## config.mk

```make
export PLATFORM = sky130hd
export DESIGN_NAME = segint_div
export DESIGN_NICKNAME = d
export VERILOG_FILES = /design/src/rtl/segint_pkg.sv /design/src/rtl/segint_div.sv
export SDC_FILE = /design/constraint.sdc
export NUM_CORES = 2
export LEC_CHECK = 0
export BUFFER_PORTS_ARGS = -buffer_cell sky130_fd_sc_hd__buf_2
export CORE_MARGIN = 3
export CORE_UTILIZATION = 60
export CTS_BUF_LIST = sky130_fd_sc_hd__clkbuf_8
export DETAILED_ROUTE_END_ITERATION = 16
export GPL_TIMING_DRIVEN = 1
export PLACE_DENSITY = 0.84
export SLEW_MARGIN = 20
export SYNTH_ARGS = -nofsm -noshare
export SYNTH_HDL_FRONTEND = slang
export SYNTH_SLANG_ARGS = --single-unit
```

## constraint.sdc

```tcl
create_clock -name clk -period 7.5 [get_ports clk]
set_clock_uncertainty 0.1 [all_clocks]
set_input_delay 0.375 -clock clk [delete_from_list [all_inputs] [get_ports clk]]
set_output_delay 0.375 -clock clk [all_outputs]
set_load 0.005 [all_outputs]
```

## src/rtl/segint_pkg.sv

```systemverilog
// Shared widths, latencies and payload types of the segment intersection pipeline.
package segint_pkg;

  localparam int CW      = 16;            // input coordinate width
  localparam int FRAC    = 8;             // fraction bits of the point
  localparam int OW      = 24;            // point coordinate width
  localparam int DW      = CW + 1;        // coordinate difference width
  localparam int XW      = 2 * DW + 1;    // den, tn, un width
  localparam int D1W     = 2 * CW + 1;    // endpoint cross product width
  localparam int NW      = D1W + DW + 1;  // point numerator width
  localparam int RW      = NW + FRAC;     // scaled numerator magnitude width
  localparam int GEO_LAT = 5;             // stages of the cross product front end
  localparam int DIV_LAT = OW + 4;        // stages of one divider

  typedef struct packed {
    logic signed [CW-1:0] a_start_x;
    logic signed [CW-1:0] a_start_y;
    logic signed [CW-1:0] a_end_x;
    logic signed [CW-1:0] a_end_y;
    logic signed [CW-1:0] b_start_x;
    logic signed [CW-1:0] b_start_y;
    logic signed [CW-1:0] b_end_x;
    logic signed [CW-1:0] b_end_y;
  } seg_pair_t;

  typedef struct packed {
    logic                 hit;
    logic                 parallel;
    logic signed [NW-1:0] nx;
    logic signed [NW-1:0] ny;
    logic signed [XW-1:0] den;
  } geom_t;

endpackage

```

## src/rtl/segint_div.sv

```systemverilog
// Pipelined signed fixed-point divider with saturation, one quotient bit per stage.
module segint_div import segint_pkg::*; (
  input  logic                 clk,
  input  logic                 rst_n,
  input  logic                 adv,
  input  logic                 in_valid,
  input  logic signed [NW-1:0] num,
  input  logic signed [XW-1:0] den,
  output logic                 out_valid,
  output logic signed [OW-1:0] quo,
  output logic                 clip
);

  localparam logic [OW-1:0] HALF = OW'(1) << (OW - 1);

  logic [1:0] pre_vld_r;
  logic       fin_vld_r;

  logic [NW-1:0] nm1_r;
  logic [XW-1:0] dm1_r;
  logic          neg1_r;
  logic [RW-1:0] n2_r, lim2_r;
  logic [XW-1:0] dm2_r;
  logic          neg2_r;

  logic [RW-1:0] rem_r  [0:OW];
  logic [OW-1:0] q_r    [0:OW];
  logic [XW-1:0] dm_r   [0:OW];
  logic          neg_r  [0:OW];
  logic          clip_r [0:OW];
  logic          vld_r  [0:OW];

  logic signed [OW-1:0] quo_r;
  logic                 clipo_r;
  logic [OW-1:0]        qsat;

  always_ff @(posedge clk) begin
    if (!rst_n) begin
      pre_vld_r <= '0;
    end else if (adv) begin
      pre_vld_r <= {pre_vld_r[0], in_valid};
    end
  end

  always_ff @(posedge clk) begin
    if (adv) begin
      nm1_r  <= num[NW-1] ? NW'(-num) : NW'(num);
      dm1_r  <= den[XW-1] ? XW'(-den) : XW'(den);
      neg1_r <= num[NW-1] ^ den[XW-1];

      // The quotient overflows when num*2^FRAC reaches (maxmag + 1) * den.
      n2_r   <= {nm1_r, {FRAC{1'b0}}};
      lim2_r <= (RW'(dm1_r) << (OW - 1)) + (neg1_r ? RW'(dm1_r) : RW'(0));
      dm2_r  <= dm1_r;
      neg2_r <= neg1_r;

      rem_r[0]  <= n2_r;
      q_r[0]    <= '0;
      dm_r[0]   <= dm2_r;
      neg_r[0]  <= neg2_r;
      clip_r[0] <= (n2_r >= lim2_r);
    end
  end

  always_ff @(posedge clk) begin
    if (!rst_n) begin
      vld_r[0] <= 1'b0;
    end else if (adv) begin
      vld_r[0] <= pre_vld_r[1];
    end
  end

  for (genvar k = 0; k < OW; k++) begin : g_step
    logic [RW-1:0] dsh;
    logic          ge;
    assign dsh = RW'(dm_r[k]) << (OW - 1 - k);
    assign ge  = (rem_r[k] >= dsh);

    always_ff @(posedge clk) begin
      if (adv) begin
        rem_r[k+1]  <= ge ? (rem_r[k] - dsh) : rem_r[k];
        q_r[k+1]    <= q_r[k] | (ge ? (OW'(1) << (OW - 1 - k)) : OW'(0));
        dm_r[k+1]   <= dm_r[k];
        neg_r[k+1]  <= neg_r[k];
        clip_r[k+1] <= clip_r[k];
      end
    end

    always_ff @(posedge clk) begin
      if (!rst_n) begin
        vld_r[k+1] <= 1'b0;
      end else if (adv) begin
        vld_r[k+1] <= vld_r[k];
      end
    end
  end

  assign qsat = clip_r[OW] ? (neg_r[OW] ? HALF : HALF - OW'(1)) : q_r[OW];

  always_ff @(posedge clk) begin
    if (adv) begin
      quo_r   <= neg_r[OW] ? -qsat : qsat;
      clipo_r <= clip_r[OW];
    end
  end

  always_ff @(posedge clk) begin
    if (!rst_n) begin
      fin_vld_r <= 1'b0;
    end else if (adv) begin
      fin_vld_r <= vld_r[OW];
    end
  end

  assign out_valid = fin_vld_r;
  assign quo       = quo_r;
  assign clip      = clipo_r;

endmodule

```

== Word level (Yosys, flattened, before mapping) ==
Memory sizes are Yosys's and may differ from the RTL's. A register that Yosys moved wholly into a read port is not among the register bits.
Cells that the tools add are included.

* Register bits after elaboration: 260
* Memory bits (writable): 3,025
* Input bits: 90
* Word-level logic and storage cells: 206
* Memories: 6

* Add/sub/neg operators: 28
* Magnitude comparators: 25
* Mux-type cells: 84
* Bitwise gates (word level): 50
* Reduce and logical (&&, ||, !) cells: 1

{| class="wikitable"
|+ Memories
! memory !! words !! width !! rd ports !! clocked after Yosys merged registers in !! write ports !! RTL line !! text
|-
| rem_r || 25 || 59 || 24 || 0 || 25 || segint_div.sv:26 || <nowiki>logic [RW-1:0] rem_r [0:OW];</nowiki>
|-
| dm_r || 25 || 35 || 24 || 0 || 25 || segint_div.sv:28 || <nowiki>logic [XW-1:0] dm_r [0:OW];</nowiki>
|-
| q_r || 25 || 24 || 25 || 0 || 25 || segint_div.sv:27 || <nowiki>logic [OW-1:0] q_r [0:OW];</nowiki>
|-
| clip_r || 25 || 1 || 25 || 0 || 25 || segint_div.sv:30 || <nowiki>logic clip_r [0:OW];</nowiki>
|-
| neg_r || 25 || 1 || 25 || 0 || 25 || segint_div.sv:29 || <nowiki>logic neg_r [0:OW];</nowiki>
|-
| vld_r || 25 || 1 || 25 || 1 || 25 || segint_div.sv:31 || <nowiki>logic vld_r [0:OW];</nowiki>
|}

{| class="wikitable"
|+ Operator list
! kind !! count
|-
| $mux W59 || 24
|-
| $mux W24 || 4
|-
| $add A58 B35 Y59 || 1
|-
| $ge A59 B35 Y1 || 1
|-
| $ge A59 B36 Y1 || 1
|-
| $ge A59 B37 Y1 || 1
|-
| $ge A59 B38 Y1 || 1
|-
| $ge A59 B39 Y1 || 1
|-
| $ge A59 B40 Y1 || 1
|-
| $ge A59 B41 Y1 || 1
|-
| $ge A59 B42 Y1 || 1
|-
| $ge A59 B43 Y1 || 1
|-
| $ge A59 B44 Y1 || 1
|-
| $ge A59 B45 Y1 || 1
|-
| $ge A59 B46 Y1 || 1
|-
| $ge A59 B47 Y1 || 1
|-
| $ge A59 B48 Y1 || 1
|-
| $ge A59 B49 Y1 || 1
|-
| $ge A59 B50 Y1 || 1
|-
| $ge A59 B51 Y1 || 1
|-
| $ge A59 B52 Y1 || 1
|-
| $ge A59 B53 Y1 || 1
|-
| $ge A59 B54 Y1 || 1
|-
| $ge A59 B55 Y1 || 1
|-
| 84 further kinds || 138
|}

== Longest topological paths before layout ==
An unclocked memory read counts as a cell.

* Word-level depth: 5
* Depth in mapped cells: 17

== Worst setup path before layout ==
OpenSTA, ideal clock, no wires.

* Kind: reg2reg
* From: memory dm_r[2][0] in the netlist's numbering
* To: memory rem_r[2][112] in the netlist's numbering (data pin)
* Setup time: 0.259 ns
* Data arrival time: 3.795 ns
* Slack: 3.345 ns
* Stages on the path, launching flop included: 14
* Path buffers: 0
* Path through: edfxtp_1 -> inv_1 -> fa_1 -> a21o_1 -> a21o_1 -> a221o_1 -> a21oi_1 -> o21ai_0 -> a2111oi_0 -> o31a_1 -> o21ai_0 -> a2111oi_0 -> o2111ai_1 -> xnor2_1

{| class="wikitable"
|+ RTL lines
! element !! RTL line
|-
| start: declaration || segint_div.sv:28
|-
| end: declaration || segint_div.sv:26
|}

== Final worst setup path ==
* From: input port num[0]
* To: register nm1_r[48] (data pin)

* Word-level cells in the longest chain between the ends: 2

{| class="wikitable"
|+ RTL lines
! element !! RTL line !! text
|-
| start: declaration || segint_div.sv:7 || <nowiki>input logic signed [NW-1:0] num,</nowiki>
|-
| $neg A51 Y51 || segint_div.sv:47 || <nowiki>nm1_r <= num[NW-1] ? NW'(-num) : NW'(num);</nowiki>
|-
| $mux W50 || segint_div.sv:47 ||
|-
| end signal: assignment || segint_div.sv:47 ||
|-
| end: declaration || segint_div.sv:19 || <nowiki>logic [NW-1:0] nm1_r;</nowiki>
|}

Every way passes these cells.
A chain may end at the register's enable or synchronous reset.

==> impl_metrics.tcl <==
set metrics [dict create \
    p_clk_share_pct 21.3 \
    cts_buffers 440 \
    ir_drop_v 0.0002074 \
    finalHoldViolCount 0 \
    ys_ff_latch 2728 \
    area_growth_pct 10.39 \
    htreeDepth 5 \
    clkTransAtPathRegs_ns 0.08 \
    crit_buf_inv 5 \
    syn_inst 13252 \
    end_kind "flop" \
    ys_seq_area_share_pct 55.34 \
    syn_area_per_cell_um2 11.16 \
    die_h_um 502.6 \
    fin_tns_setup_ns 0 \
    slew_viol_final 0 \
    finalCoreUtilization_pct 66.84 \
    r2r-end "rem_r[2][171]$_DFFE_PP_" \
    insertion_delay_ns 1.23 \
    power_w 0.06067 \
    placed_area_um2 152000 \
    dieArea_um2 252600 \
    globalRouteOverflowTotal 0 \
    drt-vias-per-instance 6.173 \
    yosysUniqueCellTypes 90 \
    port-buffer-count 115 \
    cts_resized 0 \
    crit_slowest_cell "dlygate4sd3_1" \
    worst_slew_pin_slew_ns 1.203 \
    clock-sinks 2728 \
    rows 181 \
    async_reset_ff_share_pct 0 \
    synthTopCellsByArea "edfxtp_1, ha_1, a21oi_1" \
    ys.flop_type "edfxtp_1" \
    start_kind "primary input" \
    status "finished clean" \
    reg2reg_from "rem_r[2][73]$_DFFE_PP_" \
    dp.cells 16261 \
    drtIter0Drc 12249 \
    fin_cells 17326 \
    hold_depth 4 \
    yosys_warnings 0 \
    cp_slowest_stage_delay_ns 0.65 \
    crit_family "simple AND/OR/NAND/NOR gates" \
    place.gp.congestion 0.9735 \
    pin_count 116 \
    power-per-cell-area_nw_per_um2 371.5 \
    grt_usage_pct 29.30 \
    die_w_um 502.6 \
    hold_end "dm1_r[1]$_DFFE_PP_" \
    p_seq_share_pct 39.5 \
    clk_path_buf_depth 4 \
    hp-class "in -> reg" \
    crit_path_max_fanout 4 \
    hpwl_um 267000 \
    reg2regPathDepth 12 \
    synth_nets 14271 \
    drc_errors 0 \
    grt_pass1_wl_um 579600 \
    slew_headroom_pct 19.08 \
    drtAntennaViolNets 0 \
    min_from "den[1]" \
    fin_area_um2 163300 \
    start_util_pct 60.54 \
    grt_max_degree 190 \
    synth_top_cell_by_area "edfxtp_1" \
    final_nets 14773 \
    clock.fmax_mhz 181.8 \
    worstPathArrival_ns 6.30 \
    rsz0062_at_grt "false" \
    crit_type "in -> reg" \
    power_leakage_nw 64.35 \
    layout-drive-gt1-share_pct 7.125 \
    drv_cap 0 \
    synth_enable_flop_cells 2724 \
    clockRootBuffer "clkbuf_8" \
    antenna_found_initial 21 \
    first_global_vias 102968 \
    cts_tree "done" \
    crit_chain "dlygate4sd3_1, buf_2, inv_1, ha_1, nand2_1, or2_1, or4_4, or4_4, or2_1, or4_4, nor4_4, dlygate4sd3_1, nand2_1, o31ai_2, xnor2_1, dlygate4sd3_1" \
    detail_route.wl_per_cell_um 21.74 \
    r2r_slack_ns 2.16 \
    cp.required_ns 8.30 \
    synth_top_area_share_pct 55.29 \
    internal_power_w 0.03812 \
    switchingPower_w 0.02256 \
    min_period_over_period_pct 73.36 \
    dr.pass1.iters 8 \
    period_minus_slack_ns 5.502 \
    syn_area_um2 147900 \
    final-setup-viol-count 0 \
    swShare_pct 37.18 \
    core_um2 244400 \
    vias 106953 \
    wl_um 376600 \
    combPwrFrac_pct 39.1 \
]
-- through the flow --
step	hold slack, ns	worst slack (ns)
floorplan	0.3003	3.345
finish	0.1435	1.998
detailed placement	0.3045	2.280
CTS	0.01545	2.279
global placement	0.3002	2.357
global route	0.04189	1.804
-- cells in the mapped netlist, drive strengths merged, types with 25 or more instances --
cell,n
a2111oi,33
a211oi,71
a21boi,25
a21o,473
a21oi,1107
a31oi,84
and2,82
and3,114
and4,27
clkbuf,350
edfxtp,2724
ha,905
inv,1146
mux2,112
nand2,1027
nand2b,151
nand3,247
nand4,207
nor2,847
nor2b,129
nor3,221
nor4,140
o211ai,60
o21a,100
o21ai,895
o21bai,132
o31ai,96
o41ai,30
or2,50
or3,89
or4,60
xnor2,624
xor2,463
-- registers in the layout, indices dropped and copies added (netlist names) --
signal / cells
clip: 1
clip_r: 25
dm1_r: 35
dm2_r: 35
dm_r: 840
lim2_r: 59
n2_r: 51
neg1_r: 1
neg2_r: 1
neg_r: 25
nm1_r: 51
out_valid: 1
pre_vld_r: 2
q_r: 300
quo: 24
rem_r: 1252
vld_r: 25
-- worst max-delay path by stage --
stage / slack [ns] / endpoint / start / depth (start not counted)
finish: 2.00 / nm1_r[48]$_DFFE_PP_ / num[0] / 16
global route: 1.80 / rem_r[2][135]$_DFFE_PP_ / dm_r[2][36]$_DFFE_PP_ / 13
floorplan: 3.35 / rem_r[2][112]$_DFFE_PP_ / dm_r[2][0]$_DFFE_PP_ / 13
CTS: 2.28 / rem_r[2][171]$_DFFE_PP_ / rem_r[2][72]$_DFFE_PP_ / 12
global placement: 2.36 / rem_r[2][112]$_DFFE_PP_ / dm_r[2][0]$_DFFE_PP_ / 13
detailed placement: 2.28 / rem_r[2][171]$_DFFE_PP_ / rem_r[2][72]$_DFFE_PP_ / 12
-- per-layer routing --
layer  track usage, %  up-vias  share of wire (%)
met3            6.685     1282                9.0
met2            47.86     5455                 47
met1            36.36    50370                 38
met5                0        -             0.0096
li1                 -    49840                  -
met4            15.72        6                5.9
-- final cells by class --
class | count | area [µm²]
fillers | 17290 | 81040
inverters | 1148 | 4309
diodes | 18 | 45.04
multi-input cells | 9006 | 60540
clock buffers | 443 | 6097
flip-flops and latches | 2728 | 81880
repair buffers | 430 | 3826
clock inverters | 351 | 2615
well taps | 3202 | 4006
-- logic make-up after synthesis --
kind of cell / after synthesis / share of synthesized area [%]
compound gates: 3366 / 13.94
xor+xnor: 1087 / 6.435
fa+ha+maj: 929 / 7.979
buf+inv: 1518 / 3.854
flops: 2728 / 55.34
mux: 120 / 0.9066
simple gates: 3504 / 11.54
-- tightest hold or removal path: stages --
cell           delay (ns)
dlygate4sd3_1        0.55
buf_2                0.15
inv_1                0.08
o21ai_0              0.13
-- power groups by stage --
stage	Clock [W]	Sequential, W	Combinational (W)
after floorplan	0	0.0228	0.0175
after global placement	0	0.0241	0.0225
after detailed placement	0	0.0241	0.0229
after CTS	0.0130	0.0239	0.0232
after global routing	0.0138	0.0242	0.0262
final	0.0129	0.0240	0.0237
-- placed cells by master, fill, tap and decap left out, types with 40 or more instances in the layout --
| cell | netlist | final |
|---|---|---|
| edfxtp_1 | 2724 | 2724 |
| or2_2 | 47 | 47 |
| o21a_1 | 100 | 100 |
| mux2_2 | 112 | 112 |
| nand3_1 | 247 | 247 |
| nor2b_1 | 129 | 129 |
| a211oi_1 | 71 | 70 |
| a21oi_1 | 1107 | 1104 |
| clkbuf_8 | 0 | 443 |
| and3_1 | 114 | 114 |
| buf_4 | 0 | 43 |
| inv_1 | 1146 | 1242 |
| or3_1 | 89 | 89 |
| o21bai_1 | 132 | 132 |
| nor3_1 | 221 | 221 |
| clkinv_1 | 2 | 110 |
| dlygate4sd3_1 | 0 | 253 |
| a21o_1 | 473 | 473 |
| o21ai_0 | 891 | 890 |
| or4_1 | 55 | 55 |
| a31oi_1 | 84 | 82 |
| xnor2_1 | 624 | 624 |
| nor2_1 | 847 | 844 |
| clkinv_2 | 0 | 82 |
| and2_1 | 82 | 82 |
| bufinv_16 | 0 | 40 |
| nor4_1 | 139 | 137 |
| nand2b_1 | 151 | 150 |
| o31ai_1 | 94 | 93 |
| ha_1 | 905 | 905 |
| nand4_1 | 207 | 207 |
| nand2_1 | 1026 | 1024 |
| o211ai_1 | 60 | 60 |
| xor2_1 | 463 | 463 |
| buf_2 | 2 | 114 |
-- what timing repair did --
item,4_1_cts,5_1_grt
endpoints found under the hold margin,259,0
endpoints found under the setup margin,0,0
hold buffers,253,0
setup buffers,0,0
Power figures use the tool's default switching activity.
